==> src/rtl/lpd_pkg.sv <==
`timescale 1ns / 1ps
// ----------------------------------------------------------------------------
// lpd_pkg : shared definitions for the Legendre value/derivative unit
// Widths, fixed-point constants, micro-op encoding and the step microcode.
// ----------------------------------------------------------------------------
package lpd_pkg;

  // Port field widths
  localparam int Z_W   = 32;
  localparam int DEG_W = 7;
  localparam int PV_W  = 32;
  localparam int DV_W  = 43;

  // Datapath widths
  localparam int FRAC_W  = 30;                       // Q30 fraction bits
  localparam int NAR_W   = 33;                       // narrow multiplier operand
  localparam int BIG_W   = 56;                       // wide operand, taken in chunks
  localparam int CHUNK_W = 28;                       // low chunk width
  localparam int PROD_W  = NAR_W + CHUNK_W + 1;
  localparam int ACC_W   = NAR_W + BIG_W + 1;
  localparam int Q_W     = ACC_W - FRAC_W;
  localparam int P_W     = 33;                       // running value, +-2.0
  localparam int PD_W    = 48;                       // running derivative, +-2^16
  localparam int T1_W    = 33;
  localparam int T2_W    = 48;
  localparam int NUM_W   = 41;
  localparam int NUMD_W  = 56;
  localparam int RECIP_W = 30;
  localparam int C_W     = DEG_W + 1;                // 2k+1
  localparam int STEP_W  = 4;

  localparam int LPD_MAX_DEGREE = 64;
  localparam int DEG_FIELD_MAX  = 2**DEG_W - 1;

  localparam logic [STEP_W-1:0] LAST_STEP = 4'd14;

  // Fixed-point constants
  localparam longint ONE_Q30     = 64'sd1073741824;
  localparam longint HALF_Q30    = 64'sd536870912;
  localparam longint VAL_INT_LIM = 64'sd2147483648;
  localparam longint DER_INT_LIM = 64'sd70368744177664;
  localparam longint DERIV_LIMIT = 64'sd2233382993920;

  // Narrow operand select
  typedef enum logic [2:0] {
    NS_Z, NS_T1, NS_P1, NS_P2, NS_C, NS_K, NS_R
  } nar_sel_t;

  // Wide operand select
  typedef enum logic [2:0] {
    BS_P2, BS_P2D, BS_C, BS_K, BS_T2, BS_P1D, BS_NUM, BS_NUMD
  } big_sel_t;

  // Write-back target (acc holds the result of an earlier op, after the product register and then the accumulator)
  typedef enum logic [2:0] {
    WB_NONE, WB_T1, WB_T2, WB_NUM, WB_NUMD, WB_P3, WB_P3D
  } wb_sel_t;

  typedef struct packed {
    nar_sel_t nar;
    big_sel_t big;
    logic     hi;      // high chunk of wide operand, weighted 2^28
    logic     first;   // first beat of an op: restart accumulator
    logic     sub;     // subtract the product
    logic     rnd;     // preload half LSB for Q30 rounding
    wb_sel_t  wb;
  } uop_t;

  typedef struct packed {
    logic             in_ready;
    logic             load;
    logic             run;
    logic             r_load;
    logic             emit;
    logic [DEG_W-1:0] k;
    uop_t             uop;
  } lpd_ctl_t;

  localparam uop_t UOP_NOP = '{NS_Z, BS_P2, 1'b0, 1'b0, 1'b0, 1'b0, WB_NONE};

  // One recurrence step: t1 = z*p2, t2 = z*p2d, num = c*t1 - k*p1,
  // numd = c*p2 + c*t2 - k*p1d, p3 = r*num, p3d = r*numd.
  function automatic uop_t lpd_ucode(input logic [STEP_W-1:0] step);
    uop_t u;
    unique case (step)
      4'd0:  u = '{NS_Z,  BS_P2,   1'b0, 1'b1, 1'b0, 1'b1, WB_NONE};
      4'd1:  u = '{NS_Z,  BS_P2,   1'b1, 1'b0, 1'b0, 1'b0, WB_P3D};
      4'd2:  u = '{NS_Z,  BS_P2D,  1'b0, 1'b1, 1'b0, 1'b1, WB_NONE};
      4'd3:  u = '{NS_Z,  BS_P2D,  1'b1, 1'b0, 1'b0, 1'b0, WB_T1};
      4'd4:  u = '{NS_T1, BS_C,    1'b0, 1'b1, 1'b0, 1'b0, WB_NONE};
      4'd5:  u = '{NS_P1, BS_K,    1'b0, 1'b0, 1'b1, 1'b0, WB_T2};
      4'd6:  u = '{NS_P2, BS_C,    1'b0, 1'b1, 1'b0, 1'b0, WB_NONE};
      4'd7:  u = '{NS_C,  BS_T2,   1'b0, 1'b0, 1'b0, 1'b0, WB_NUM};
      4'd8:  u = '{NS_C,  BS_T2,   1'b1, 1'b0, 1'b0, 1'b0, WB_NONE};
      4'd9:  u = '{NS_K,  BS_P1D,  1'b0, 1'b0, 1'b1, 1'b0, WB_NONE};
      4'd10: u = '{NS_K,  BS_P1D,  1'b1, 1'b0, 1'b1, 1'b0, WB_NONE};
      4'd11: u = '{NS_R,  BS_NUM,  1'b0, 1'b1, 1'b0, 1'b1, WB_NONE};
      4'd12: u = '{NS_R,  BS_NUM,  1'b1, 1'b0, 1'b0, 1'b0, WB_NUMD};
      4'd13: u = '{NS_R,  BS_NUMD, 1'b0, 1'b1, 1'b0, 1'b1, WB_NONE};
      4'd14: u = '{NS_R,  BS_NUMD, 1'b1, 1'b0, 1'b0, 1'b0, WB_P3};
      default: u = UOP_NOP;
    endcase
    return u;
  endfunction

endpackage

==> src/rtl/lpd_ifs.sv <==
`timescale 1ns / 1ps
// ----------------------------------------------------------------------------
// lpd_ifs : stream interfaces of the Legendre value/derivative unit
// Valid/ready channels; a beat moves when both are high at a clock edge.
// ----------------------------------------------------------------------------
interface lpd_in_if;
  import lpd_pkg::*;

  logic                    valid;
  logic                    ready;
  logic signed [Z_W-1:0]   z_value;
  logic        [DEG_W-1:0] degree;

  modport source (output valid, z_value, degree, input ready);
  modport sink   (input valid, z_value, degree, output ready);
endinterface

interface lpd_out_if;
  import lpd_pkg::*;

  logic                   valid;
  logic                   ready;
  logic signed [PV_W-1:0] poly_value;
  logic signed [DV_W-1:0] deriv_value;

  modport source (output valid, poly_value, deriv_value, input ready);
  modport sink   (input valid, poly_value, deriv_value, output ready);
endinterface

==> src/rtl/lpd_mac.sv <==
`timescale 1ns / 1ps
// ----------------------------------------------------------------------------
// lpd_mac : shared multiply-accumulate unit
// 33 x 29 signed multiply into a product register, then a 90-bit accumulate.
// ----------------------------------------------------------------------------
module lpd_mac (
  input  logic                          clk,
  input  logic                          rst_n,
  input  logic                          en,
  input  lpd_pkg::uop_t                 uop,
  input  logic signed [lpd_pkg::NAR_W-1:0] nar,
  input  logic signed [lpd_pkg::BIG_W-1:0] big,
  output logic signed [lpd_pkg::ACC_W-1:0] acc
);
  import lpd_pkg::*;

  localparam logic signed [ACC_W-1:0] ACC_HALF = ACC_W'(HALF_Q30);

  logic signed [CHUNK_W:0]   chunk_w;
  logic signed [PROD_W-1:0]  prod_w;
  logic signed [PROD_W-1:0]  prod_r;
  logic                      en_r, hi_r, first_r, sub_r, rnd_r;
  logic signed [ACC_W-1:0]   term_w, base_w, acc_nxt;
  logic signed [ACC_W-1:0]   acc_r;

  // low chunk is unsigned, high chunk carries the sign
  assign chunk_w = uop.hi ? (CHUNK_W+1)'($signed(big[BIG_W-1:CHUNK_W]))
                          : $signed({1'b0, big[CHUNK_W-1:0]});
  assign prod_w  = PROD_W'(nar) * PROD_W'(chunk_w);

  assign term_w  = hi_r ? (ACC_W'(prod_r) <<< CHUNK_W) : ACC_W'(prod_r);
  assign base_w  = first_r ? (rnd_r ? ACC_HALF : '0) : acc_r;
  assign acc_nxt = sub_r ? (base_w - term_w) : (base_w + term_w);

  always_ff @(posedge clk) begin
    if (!rst_n) begin
      en_r <= 1'b0;
    end else begin
      en_r <= en;
    end
    prod_r  <= prod_w;
    hi_r    <= uop.hi;
    first_r <= uop.first;
    sub_r   <= uop.sub;
    rnd_r   <= uop.rnd;
    if (en_r) begin
      acc_r <= acc_nxt;
    end
  end

  assign acc = acc_r;

endmodule

==> src/rtl/lpd_recip_rom.sv <==
`timescale 1ns / 1ps
// ----------------------------------------------------------------------------
// lpd_recip_rom : reciprocal table round(2^30 / d)
// Constant table built at elaboration, d = 2 .. effective max degree.
// ----------------------------------------------------------------------------
module lpd_recip_rom #(
  parameter int MAX_DEGREE = lpd_pkg::LPD_MAX_DEGREE
) (
  input  logic [lpd_pkg::DEG_W-1:0]   d,
  output logic [lpd_pkg::RECIP_W-1:0] recip
);
  import lpd_pkg::*;

  localparam int EFF_MAX = (MAX_DEGREE < DEG_FIELD_MAX) ? MAX_DEGREE : DEG_FIELD_MAX;
  localparam int TAB_AW  = $clog2(EFF_MAX + 1);
  localparam int TAB_N   = 2**TAB_AW;

  logic [RECIP_W-1:0] tab_w [TAB_N];

  for (genvar Gi = 0; Gi < TAB_N; Gi++) begin : g_tab
    if (Gi >= 2 && Gi <= EFF_MAX) begin : g_ent
      localparam logic [RECIP_W-1:0] RV =
        RECIP_W'((64'd2147483648 / 64'(Gi) + 64'd1) / 64'd2);
      assign tab_w[Gi] = RV;
    end else begin : g_nil
      assign tab_w[Gi] = '0;
    end
  end

  assign recip = tab_w[d[TAB_AW-1:0]];

endmodule

==> src/rtl/lpd_ctrl.sv <==
`timescale 1ns / 1ps
// ----------------------------------------------------------------------------
// lpd_ctrl : sequencer for the recurrence
// Steps 15 micro-ops per degree step, drains the MAC and hands off the beat.
// ----------------------------------------------------------------------------
module lpd_ctrl #(
  parameter int MAX_DEGREE = lpd_pkg::LPD_MAX_DEGREE
) (
  input  logic                      clk,
  input  logic                      rst_n,
  input  logic                      in_valid,
  input  logic [lpd_pkg::DEG_W-1:0] in_degree,
  input  logic                      out_free,
  output lpd_pkg::lpd_ctl_t         ctl
);
  import lpd_pkg::*;

  localparam int EFF_MAX = (MAX_DEGREE < DEG_FIELD_MAX) ? MAX_DEGREE : DEG_FIELD_MAX;
  localparam logic [DEG_W-1:0] DEG_CAP = DEG_W'(EFF_MAX);

  typedef enum logic [2:0] {S_IDLE, S_RUN, S_DRAIN, S_WB, S_FIN} state_t;

  state_t              state_r, state_nxt;
  logic [STEP_W-1:0]   step_r, step_nxt;
  logic [DEG_W-1:0]    k_r, k_nxt;
  logic [DEG_W-1:0]    n_r, n_nxt;
  logic [DEG_W-1:0]    n_in;
  logic                accept, last_iter;
  lpd_ctl_t            ctl_w;

  assign accept    = (state_r == S_IDLE) && in_valid;
  assign n_in      = (in_degree > DEG_CAP) ? DEG_CAP : in_degree;
  assign last_iter = (k_r == (n_r - DEG_W'(1)));

  always_comb begin
    state_nxt = state_r;
    step_nxt  = step_r;
    k_nxt     = k_r;
    n_nxt     = n_r;
    unique case (state_r)
      S_IDLE: begin
        if (in_valid) begin
          n_nxt     = n_in;
          k_nxt     = DEG_W'(1);
          step_nxt  = '0;
          state_nxt = (n_in > DEG_W'(1)) ? S_RUN : S_FIN;
        end
      end
      S_RUN: begin
        if (step_r == LAST_STEP) begin
          step_nxt = '0;
          if (last_iter) begin
            state_nxt = S_DRAIN;
          end else begin
            k_nxt = k_r + DEG_W'(1);
          end
        end else begin
          step_nxt = step_r + STEP_W'(1);
        end
      end
      S_DRAIN: state_nxt = S_WB;
      S_WB:    state_nxt = S_FIN;
      S_FIN: begin
        if (out_free) begin
          state_nxt = S_IDLE;
        end
      end
      default: state_nxt = S_IDLE;
    endcase
  end

  always_comb begin
    ctl_w          = '0;
    ctl_w.in_ready = (state_r == S_IDLE);
    ctl_w.load     = accept;
    ctl_w.run      = (state_r == S_RUN);
    ctl_w.r_load   = (state_r == S_RUN) && (step_r == '0);
    ctl_w.emit     = (state_r == S_FIN) && out_free;
    ctl_w.k        = k_r;
    ctl_w.uop      = UOP_NOP;
    if (state_r == S_RUN) begin
      ctl_w.uop = lpd_ucode(step_r);
      // no previous derivative step to retire on the first pass
      if (step_r == STEP_W'(1) && k_r == DEG_W'(1)) begin
        ctl_w.uop.wb = WB_NONE;
      end
    end else if (state_r == S_WB) begin
      ctl_w.uop.wb = WB_P3D;
    end
  end

  always_ff @(posedge clk) begin
    if (!rst_n) begin
      state_r <= S_IDLE;
      step_r  <= '0;
      k_r     <= '0;
      n_r     <= '0;
    end else begin
      state_r <= state_nxt;
      step_r  <= step_nxt;
      k_r     <= k_nxt;
      n_r     <= n_nxt;
    end
  end

  assign ctl = ctl_w;

endmodule

==> src/rtl/legendre_poly_and_derivative_unit.sv <==
`timescale 1ns / 1ps
// ----------------------------------------------------------------------------
// legendre_poly_and_derivative_unit : P_n(z) and P_n'(z) in fixed point
// Three-term recurrence on one shared multiply-accumulate unit.
// ----------------------------------------------------------------------------
// Sequence: the input beat loads the operands; degree n >= 2 then runs n-1
//   degree steps of 15 micro-ops each on the single 33x29 multiplier, drains
//   the MAC and writes back the last derivative; degree 0 or 1 goes straight
//   to the output. A new input is taken only once the result has been emitted.
// Reset: synchronous, active low; clears sequencer, MAC enable and output
//   valid only.
// ----------------------------------------------------------------------------
module legendre_poly_and_derivative_unit #(
  parameter int MAX_DEGREE = lpd_pkg::LPD_MAX_DEGREE
) (
  input logic       clk,
  input logic       rst_n,
  lpd_in_if.sink    in_ch,
  lpd_out_if.source out_ch
);
  import lpd_pkg::*;

  // --------------------------------------------------------------------------
  // Sequencer
  // --------------------------------------------------------------------------
  lpd_ctl_t ctl;
  logic     out_valid_r;
  logic     out_free;

  assign out_free = !out_valid_r || out_ch.ready;

  lpd_ctrl #(.MAX_DEGREE(MAX_DEGREE)) u_ctrl (
    .clk       (clk),
    .rst_n     (rst_n),
    .in_valid  (in_ch.valid),
    .in_degree (in_ch.degree),
    .out_free  (out_free),
    .ctl       (ctl)
  );

  assign in_ch.ready = ctl.in_ready;

  // --------------------------------------------------------------------------
  // Operand registers
  //   p1/p2   : P_{k-1}, P_k          (Q30, held to +-2.0)
  //   p1d/p2d : P'_{k-1}, P'_k        (Q30, held to +-2^16)
  //   t1, t2  : z*P_k, z*P'_k         (rounded)
  //   num     : (2k+1) t1 - k P_{k-1} (exact)
  //   numd    : (2k+1)(P_k + t2) - k P'_{k-1}
  // --------------------------------------------------------------------------
  logic signed [Z_W-1:0]    z_r;
  logic signed [P_W-1:0]    p1_r, p2_r;
  logic signed [PD_W-1:0]   p1d_r, p2d_r;
  logic signed [T1_W-1:0]   t1_r;
  logic signed [T2_W-1:0]   t2_r;
  logic signed [NUM_W-1:0]  num_r;
  logic signed [NUMD_W-1:0] numd_r;
  logic        [RECIP_W-1:0] r_r;

  logic        [RECIP_W-1:0] recip_w;
  logic        [DEG_W-1:0]   d_w;
  logic        [C_W-1:0]     c_w;
  logic signed [Z_W-1:0]     zc_w;
  logic                      deg0_w;

  // 1/(k+1) for the current step
  assign d_w = ctl.k + DEG_W'(1);

  lpd_recip_rom #(.MAX_DEGREE(MAX_DEGREE)) u_rom (
    .d     (d_w),
    .recip (recip_w)
  );

  assign c_w = {ctl.k, 1'b1};   // 2k+1

  // input point pinned to [-1, 1]
  always_comb begin
    if (in_ch.z_value > Z_W'(ONE_Q30)) begin
      zc_w = Z_W'(ONE_Q30);
    end else if (in_ch.z_value < -Z_W'(ONE_Q30)) begin
      zc_w = -Z_W'(ONE_Q30);
    end else begin
      zc_w = in_ch.z_value;
    end
  end

  assign deg0_w = (in_ch.degree == '0);

  // --------------------------------------------------------------------------
  // Operand selection into the shared unit
  // --------------------------------------------------------------------------
  logic signed [NAR_W-1:0] nar_w;
  logic signed [BIG_W-1:0] big_w;
  logic signed [ACC_W-1:0] acc_w;

  always_comb begin
    unique case (ctl.uop.nar)
      NS_Z:    nar_w = NAR_W'(z_r);
      NS_T1:   nar_w = NAR_W'(t1_r);
      NS_P1:   nar_w = NAR_W'(p1_r);
      NS_P2:   nar_w = NAR_W'(p2_r);
      NS_C:    nar_w = $signed(NAR_W'(c_w));
      NS_K:    nar_w = $signed(NAR_W'(ctl.k));
      NS_R:    nar_w = $signed(NAR_W'(r_r));
      default: nar_w = '0;
    endcase
  end

  always_comb begin
    unique case (ctl.uop.big)
      BS_P2:   big_w = BIG_W'(p2_r);
      BS_P2D:  big_w = BIG_W'(p2d_r);
      BS_C:    big_w = $signed(BIG_W'(c_w));
      BS_K:    big_w = $signed(BIG_W'(ctl.k));
      BS_T2:   big_w = BIG_W'(t2_r);
      BS_P1D:  big_w = BIG_W'(p1d_r);
      BS_NUM:  big_w = BIG_W'(num_r);
      BS_NUMD: big_w = BIG_W'(numd_r);
      default: big_w = '0;
    endcase
  end

  lpd_mac u_mac (
    .clk   (clk),
    .rst_n (rst_n),
    .en    (ctl.run),
    .uop   (ctl.uop),
    .nar   (nar_w),
    .big   (big_w),
    .acc   (acc_w)
  );

  // --------------------------------------------------------------------------
  // Write-back: Q30 rescale of the accumulator and the running-value limits
  // --------------------------------------------------------------------------
  localparam logic signed [Q_W-1:0] QV_HI = Q_W'(VAL_INT_LIM);
  localparam logic signed [Q_W-1:0] QD_HI = Q_W'(DER_INT_LIM);

  logic signed [Q_W-1:0] q_w, qv_w, qd_w;

  assign q_w = acc_w[ACC_W-1:FRAC_W];

  always_comb begin
    if (q_w > QV_HI) begin
      qv_w = QV_HI;
    end else if (q_w < -QV_HI) begin
      qv_w = -QV_HI;
    end else begin
      qv_w = q_w;
    end
    if (q_w > QD_HI) begin
      qd_w = QD_HI;
    end else if (q_w < -QD_HI) begin
      qd_w = -QD_HI;
    end else begin
      qd_w = q_w;
    end
  end

  always_ff @(posedge clk) begin
    if (ctl.load) begin
      // degree 0 starts (and ends) at P = 1, P' = 0
      z_r   <= zc_w;
      p1_r  <= P_W'(ONE_Q30);
      p2_r  <= deg0_w ? P_W'(ONE_Q30) : P_W'(zc_w);
      p1d_r <= '0;
      p2d_r <= deg0_w ? '0 : PD_W'(ONE_Q30);
    end else begin
      unique case (ctl.uop.wb)
        WB_NONE: ;
        WB_T1:   t1_r   <= q_w[T1_W-1:0];
        WB_T2:   t2_r   <= q_w[T2_W-1:0];
        WB_NUM:  num_r  <= acc_w[NUM_W-1:0];
        WB_NUMD: numd_r <= acc_w[NUMD_W-1:0];
        WB_P3: begin
          p1_r <= p2_r;
          p2_r <= qv_w[P_W-1:0];
        end
        WB_P3D: begin
          p1d_r <= p2d_r;
          p2d_r <= qd_w[PD_W-1:0];
        end
        default: ;
      endcase
    end
    if (ctl.r_load) begin
      r_r <= recip_w;
    end
  end

  // --------------------------------------------------------------------------
  // Output register: final limits, P to [-1, 1], P' to +-2080
  // --------------------------------------------------------------------------
  logic signed [P_W-1:0]  pv_w;
  logic signed [PD_W-1:0] dv_w;
  logic signed [PV_W-1:0] poly_r;
  logic signed [DV_W-1:0] deriv_r;

  always_comb begin
    if (p2_r > P_W'(ONE_Q30)) begin
      pv_w = P_W'(ONE_Q30);
    end else if (p2_r < -P_W'(ONE_Q30)) begin
      pv_w = -P_W'(ONE_Q30);
    end else begin
      pv_w = p2_r;
    end
    if (p2d_r > PD_W'(DERIV_LIMIT)) begin
      dv_w = PD_W'(DERIV_LIMIT);
    end else if (p2d_r < -PD_W'(DERIV_LIMIT)) begin
      dv_w = -PD_W'(DERIV_LIMIT);
    end else begin
      dv_w = p2d_r;
    end
  end

  always_ff @(posedge clk) begin
    if (!rst_n) begin
      out_valid_r <= 1'b0;
    end else if (ctl.emit) begin
      out_valid_r <= 1'b1;
    end else if (out_ch.ready) begin
      out_valid_r <= 1'b0;
    end
    if (ctl.emit) begin
      poly_r  <= pv_w[PV_W-1:0];
      deriv_r <= dv_w[DV_W-1:0];
    end
  end

  assign out_ch.valid       = out_valid_r;
  assign out_ch.poly_value  = poly_r;
  assign out_ch.deriv_value = deriv_r;

  // --------------------------------------------------------------------------
  // Assertions
  // --------------------------------------------------------------------------
  a_busy_after_load: assert property (@(posedge clk) disable iff (!rst_n)
    ctl.load |=> !in_ch.ready)
    else $error("input taken while an item is in flight");

  a_busy_while_run: assert property (@(posedge clk) disable iff (!rst_n)
    ctl.run |-> !in_ch.ready)
    else $error("ready raised during recurrence");

  a_no_overwrite: assert property (@(posedge clk) disable iff (!rst_n)
    ctl.emit |-> (!out_valid_r || out_ch.ready))
    else $error("result register overwritten before its beat left");

  a_wb_not_on_load: assert property (@(posedge clk) disable iff (!rst_n)
    (ctl.uop.wb != WB_NONE) |-> !ctl.load)
    else $error("write-back collides with operand load");

endmodule
==> src/flat_wrapper.sv <==
// flat-port wrapper written by rule: the top's interface ports become plain ports
module legendre_poly_and_derivative_unit_flat import lpd_pkg::*;
#(
  parameter int MAX_DEGREE = lpd_pkg::LPD_MAX_DEGREE
)
  (clk, rst_n, in_ch_valid, in_ch_z_value, in_ch_degree, in_ch_ready, out_ch_valid, out_ch_poly_value, out_ch_deriv_value, out_ch_ready);
  lpd_in_if in_ch_i ();
  lpd_out_if out_ch_i ();
  input logic clk;
  input logic rst_n;
  input wire logic [$bits(in_ch_i.valid)-1:0] in_ch_valid;
  input wire logic [$bits(in_ch_i.z_value)-1:0] in_ch_z_value;
  input wire logic [$bits(in_ch_i.degree)-1:0] in_ch_degree;
  output wire logic [$bits(in_ch_i.ready)-1:0] in_ch_ready;
  output wire logic [$bits(out_ch_i.valid)-1:0] out_ch_valid;
  output wire logic [$bits(out_ch_i.poly_value)-1:0] out_ch_poly_value;
  output wire logic [$bits(out_ch_i.deriv_value)-1:0] out_ch_deriv_value;
  input wire logic [$bits(out_ch_i.ready)-1:0] out_ch_ready;
  assign in_ch_i.valid = in_ch_valid;
  assign in_ch_i.z_value = in_ch_z_value;
  assign in_ch_i.degree = in_ch_degree;
  assign in_ch_ready = in_ch_i.ready;
  assign out_ch_valid = out_ch_i.valid;
  assign out_ch_poly_value = out_ch_i.poly_value;
  assign out_ch_deriv_value = out_ch_i.deriv_value;
  assign out_ch_i.ready = out_ch_ready;
  legendre_poly_and_derivative_unit #(.MAX_DEGREE(MAX_DEGREE)) u_core (.clk(clk), .rst_n(rst_n), .in_ch(in_ch_i), .out_ch(out_ch_i));
endmodule
==> config.mk <==
export PLATFORM = sky130hd
export DESIGN_NAME = legendre_poly_and_derivative_unit_flat
export DESIGN_NICKNAME = d
export VERILOG_FILES = /design/src/rtl/lpd_pkg.sv /design/src/rtl/lpd_ifs.sv /design/src/rtl/lpd_mac.sv /design/src/rtl/lpd_recip_rom.sv /design/src/rtl/lpd_ctrl.sv /design/src/rtl/legendre_poly_and_derivative_unit.sv /design/src/flat_wrapper.sv
export SDC_FILE = /design/constraint.sdc
export NUM_CORES = 2
export LEC_CHECK = 0
export ABC_AREA = 1
export BUFFER_PORTS_ARGS = -buffer_cell sky130_fd_sc_hd__buf_2
export CAP_MARGIN = 20
export CORE_MARGIN = 2
export CORE_UTILIZATION = 60
export DETAILED_ROUTE_END_ITERATION = 6
export GPL_TIMING_DRIVEN = 0
export PLACE_DENSITY = 0.75
export RECOVER_POWER = 25
export SKIP_CTS_REPAIR_TIMING = 1
export SYNTH_ARGS = -nofsm -noshare
export SYNTH_HDL_FRONTEND = slang
export SYNTH_SLANG_ARGS = --single-unit
export TNS_END_PERCENT = 30
==> constraint.sdc <==
create_clock -name clk -period 13.8 [get_ports clk]
set_input_delay 1.38 -clock clk [delete_from_list [all_inputs] [get_ports clk]]
set_output_delay 1.38 -clock clk [all_outputs]
set_load 0.1 [all_outputs]
Yosys cells after proc, flatten, opt, wreduce, memory -nomap -nowiden

Memories as Yosys holds them, arrays and structs flattened. A register that Yosys moved wholly into a read port is not among the register bits.
Cells that the tools add are included.

Register bits: 626
Bits in read-only memories: 4048
Logic and storage cells: 147
Memories kept: 2

$add $sub $neg: 5
$mul: 1
$lt $le $gt $ge: 12
Equality and inequality tests: 32
Multiplexer cells: 43
Bitwise logic cells: 2
Reduce and logical (&&, ||, !) cells: 25

Memory list:

| name            | words | width | rd ports | clocked after memory_dff | wr ports | line                | RTL |
|---|---|---|---|---|---|---|---|
| (no name shown) | 128   | 30    | 1        | 1                        | 0        | lpd_recip_rom.sv:30 | `assign recip = tab_w[d[TAB_AW-1:0]];` |
| (no name shown) | 16    | 13    | 1        | 1                        | 0        | lpd_pkg.sv:85       | `unique case (step)` |

Operators by type and width:

| cell                 | count |
|---|---|
| $pmux 56 s8          | 1 |
| $pmux 33 s7          | 1 |
| $mux 48              | 4 |
| $mux 90              | 2 |
| $mux 33              | 5 |
| $mux 32              | 3 |
| $add 90x90->90       | 1 |
| $sub 90x90->90       | 1 |
| $mux 89              | 1 |
| $mul 33x29->62       | 1 |
| $gt 60x33->1 const B | 1 |
| $gt 60x48->1 const B | 1 |
| $lt 60x32->1 const B | 1 |
| $lt 60x47->1 const B | 1 |
| $gt 48x43->1 const B | 1 |
| $lt 48x43->1 const B | 1 |
| $mux 43              | 1 |
| $eq 3x3->1 const B   | 11 |
| $gt 33x32->1 const B | 1 |
| $lt 33x31->1 const B | 1 |
| $gt 32x32->1 const B | 1 |
| $lt 32x31->1 const B | 1 |
| $mux 31              | 1 |
| $mux 30              | 1 |
| 34 further kinds     | 76 |

Depth between registers and ports, before layout

Depth after elaboration: 7
Depth in mapped cells: 41
Mapped depth without buffers: 39

By module

Synthesis repeated with hierarchy kept, for this count alone.

Cells, all modules: 10373
Area total of the unflattened synthesis: 78071.1 µm²

Modules (own cells, without submodules):

| module                            | times used | cells an instance | area each (µm²) | seq. area each (µm²) |
|---|---|---|---|---|
| lpd_mac                           | 1          | 7489              | 52706.8         | 4043.9 |
| legendre_poly_and_derivative_unit | 1          | 2087              | 20975.1         | 13533.0 |
| lpd_recip_rom                     | 1          | 474               | 2270.9          | 0.0 |
| lpd_ctrl                          | 1          | 323               | 2118.3          | 660.6 |

Worst setup path before layout

OpenSTA, ideal clock, no wires.

Path kind: input port to flip-flop
Start: input out_ch_ready
End: register u_core.deriv_r[0] (netlist: u_core.out_ch.deriv_value[0]) (enable)
Setup time: 0.693 ns
Arrival time: 8.519 ns
Required time: 13.107 ns
Slack: 4.588 ns
Stages: 2
Cell sequence: nor2_1 -> nor4_1

RTL lines:

| what                 | line                                     | RTL |
|---|---|---|
| from (decl)          | flat_wrapper.sv:18                       | `input wire logic [$bits(out_ch_i.ready)-1:0] out_ch_ready;` |
| to (signal assigned) | legendre_poly_and_derivative_unit.sv:226 | `deriv_r <= dv_w[DV_W-1:0];` |
| to (decl)            | legendre_poly_and_derivative_unit.sv:197 | `logic signed [DV_W-1:0] deriv_r;` |

Worst setup path in the final report

Start: register u_core.u_ctrl.state_r[0]
End: register u_core.u_mac.prod_r[61]

Word-level cells in the longest chain between the ends: 6
Elaborated cells on any way between the ends: 21

Ends and longest elaborated chain:

| what                                     | line                                     | RTL |
|---|---|---|
| from (decl)                              | lpd_ctrl.sv:23                           | `state_t state_r, state_nxt;` |
| from (signal assigned)                   | lpd_ctrl.sv:99                           | `state_r <= state_nxt;` |
| $eq 3x1->1 *                             | lpd_ctrl.sv:81                           | `if (state_r == S_RUN) begin` |
| $mux 10 *                                | lpd_ctrl.sv:81                           |  |
| $eq 3x3->1, or another cell as far along | legendre_poly_and_derivative_unit.sv:110 | `unique case (ctl.uop.big)` |
| $pmux 56 s8                              | legendre_poly_and_derivative_unit.sv:110 |  |
| $mux 29                                  | lpd_mac.sv:27                            | `assign chunk_w = uop.hi ? (CHUNK_W+1)'($signed(big[BIG_W-1:CHUNK_W]))` |
| $mul 33x29->62 *                         | lpd_mac.sv:29                            | `assign prod_w = PROD_W'(nar) * PROD_W'(chunk_w);` |
| named net u_core.u_mac.prod_w[61]        | lpd_mac.sv:20                            | `logic signed [PROD_W-1:0] prod_w;` |
| to (signal assigned)                     | lpd_mac.sv:41                            | `prod_r <= prod_w;` |
| to (decl)                                | lpd_mac.sv:21                            | `logic signed [PROD_W-1:0] prod_r;` |

Mark *: on every way through the listed nets, which the timed path passes. The rest lies on a longest branch.
A chain may end at the register's enable or synchronous reset.

==> run_results.csv <==
group,metric,value,unit
run_status,status,"finished with violations",
run_status,failed_checks,"DRC, capacitance limit, slew limit",
sta,setup_viol,0,
routing,drt_wl_total,344,mm
place,dpl.hpwl,281,mm
worst_setup_path,crit_path_end_kind,"register",
routing,via_per_inst,6.30,
final_layout,drive_gt1_frac,0.0576,
global_route,grt_pass1_wl,487,mm
worst_setup_path,crit_type,"reg -> reg",
clock_network,root_buffer,"clkbuf_16",
routing,first_iter_violations,13400,
hold_path,hold_class,"reg -> reg",
logic_synthesis,synth_seq_cells,668,
die,rows,132,
clock_network,htree_levels,3,
final_layout,utilization,0.647,
logic_synthesis,netlist_area,78100,sq um
logic_synthesis,yosysSeqAreaShare,0.234,
routing,num_vias,77000,
logic_synthesis,avgSynthCellArea,7.66,sq um
sta,fin_setup_tns,0,ns
worst_setup_path,crit_fanout,10,
final_layout,nFillCells,11300,
clock_network,clk_pin_slew,0.06,ns
worst_setup_path,crit_top_cell,"fa_1",
final_layout,fin_nets,11800,
worst_setup_path,cpPeakStageDelay,1.00,ns
global_route,grt_use_total,0.513,
worst_setup_path,rrSetupSlack,2.03,ns
sta,finalHoldViolCount,0,
run,maxCapViolCount,3,
global_route,globalRouteOverflowTotal,0,
global_route,antenna_found_initial,21,
die,coreArea,129000,sq um
sta,timing.slew.headroom,-1.64,
die,dieArea,133000,sq um
clock_network,insertion_delay,0.71,ns
worst_setup_path,crit_slowest_cell,"fa_1",
place,gp_congestion,1.18,
clock_network,cts_made_buffers,74,
global_route,grt_max_degree,72,
worst_setup_path,cp-start-kind,"register",
worst_setup_path,arrival,12.41,ns
clock_network,cts.sinks,668,
logic_synthesis,yosys_warnings,0,
routing,drc,378,
worst_setup_path,crit_family,"adder cells",
routing,wl_per_cell,28.1,microns
sta,rsz0062_at_grt,"false",
die,die_h,365,microns
clock_network,cts_tree,"done",
sta,slew_violations,102,
worst_setup_path,required,14.43,ns
sta,clock.fmax,84.9,MHz
logic_synthesis,synthesis.nets,11500,
sta,period_share,0.853,
logic_synthesis,postSynthCellCount,10200,
routing,antenna_left,0,
place,placement.io_buffers,119,
sta,fin_worst_skew,0.0383,ns
logic_synthesis,synth.distinct_cells,60,
routing,dr.pass1.iters,7,
die,ios,120,
worst_setup_path,crit_buf_inv,8,
clock_network,clockBufferDepth,3,
die,die_w,365,microns
final_layout,areaGrowthSynthToFinish,7.17,%
sta,min_period,11.77,ns
global_route,grt_pass1_vias,74000,
sta,tightestPinTransition,3.96,ns
die,initial_utilization,0.604,
-- path summary, 6_finish.rpt --
check	startpoint	endpoint	depth (start not counted)
setup / recovery	u_core.u_ctrl.state_r[0]$_SDFFE_PN0P_	u_core.u_mac.prod_r[61]$_DFF_P_	32
setup reg to reg	u_core.u_ctrl.state_r[0]$_SDFFE_PN0P_	u_core.u_mac.prod_r[61]$_DFF_P_	32
hold reg to reg	u_core.p1d_r[8]$_SDFFE_PP0N_	u_core.p1d_r[8]$_SDFFE_PP0N_	2
hold / removal	u_core.p1d_r[8]$_SDFFE_PP0N_	u_core.p1d_r[8]$_SDFFE_PP0N_	2
-- cell type report --
class | instances | area, sq um | share of cell area
multi-input cells | 6990 | 49900 | 0.597
clock buffers | 100 | 2040 | 0.0244
flip-flops and latches | 668 | 18200 | 0.218
well taps | 1742 | 2180 | 0.0261
inverters | 2157 | 8100 | 0.0968
diodes | 15 | 37.5 | 0.000449
plain buffers | 370 | 1790 | 0.0213
repair buffers | 150 | 926 | 0.0111
clock inverters | 38 | 407 | 0.00486
-- state kept, by name (all words and copies together), names as in the netlist, 41 cells and up, named ones only --
signal / flops
u_core.u_mac.prod_r: 62
u_core.p1d_r: 48
u_core.out_ch.deriv_value: 43
u_core.t2_r: 48
u_core.numd_r: 56
u_core.num_r: 41
u_core.u_mac.acc: 90
u_core.p2d_r: 48
-- per-stage QoR --
step	cells	hold WS [ns]	setup slack, ns	cell area, sq um
3_3_place_gp	12000	0.431	1.82	80800
2_1_floorplan	10200	0.394	4.59	78100
5_1_grt	12200	0.459	1.89	83600
4_1_cts	12200	0.447	3.07	83700
6_report	12200	0.447	2.03	83700
3_5_place_dp	12100	0.438	3.17	81200
-- routing by layer --
| layer | track usage | wire [microns] |
|---|---|---|
| met5 | 0.0407 | 1170 |
| met4 | 0.372 | 33000 |
| met3 | 0.225 | 57200 |
| met2 | 0.714 | 136000 |
| met1 | 0.629 | 116000 |
-- cells by family after synthesis --
kind of cell	count (synthesis)	synth area share
DFF	668	0.234
adders and majority gates	1300	0.306
buffers and inverters	2527	0.127
xor gates and xnor gates	173	0.0195
AOI/OAI and AO/OA	1515	0.103
and+or+nand+nor	4002	0.211
-- cells in the mapped netlist (all sizes together) --
library cell,number,area (sq um)
a32oi,1,8.76
a31oi,11,68.8
o21a,8,60.1
nand3b,10,75.1
o31ai,5,37.5
clkbuf,139,523
nor3b,5,37.5
o22ai,46,288
xor2,131,1150
nand2,2393,9050
a21oi,895,4490
o22a,1,8.76
buf,231,1260
nand3,316,1620
o21bai,34,255
o221ai,7,61.3
and3,3,18.8
a32o,1,10.0
nor3,91,614
ha,290,3630
o211ai,12,90.1
edfxtp,486,14600
o21ai,435,2210
nor2,959,3650
fa,1010,20200
inv,2154,8090
a22o,1,8.76
a211oi,7,52.6
nor4,43,290
clkinv,3,11.3
and3b,1,8.76
xnor2,42,368
and2,6,37.5
or2,5,31.3
a21o,14,105
a21boi,5,37.5
nand4,170,1060
dfxtp,182,3640
a22oi,11,82.6
o2111ai,21,184
-- worst reg2reg max path, delay by kind of cell (launching register included) --
kind            cells  cell delay, ns
fa+ha+maj           9            5.09
compound gates      5            2.29
simple gates       10            2.03
buf+inv             8            1.87
flops               1            0.43
-- cells in the final DEF (no fill, tap or decap), types with 41 or more instances in the layout --
cell type / n
a21oi_1: 892
buf_2: 290
clkbuf_1: 162
clkbuf_16: 75
dfxtp_1: 182
edfxtp_1: 486
fa_1: 1010
ha_1: 290
inv_1: 2113
inv_2: 41
nand2_1: 2364
nand3_1: 312
nand4_1: 170
nor2_1: 945
nor3_1: 67
o21ai_0: 404
o22ai_1: 46
xnor2_1: 42
xor2_1: 130
Power is not shown: default switching activity piles up to over one toggle a cycle in this logic, so the estimate is an artifact.
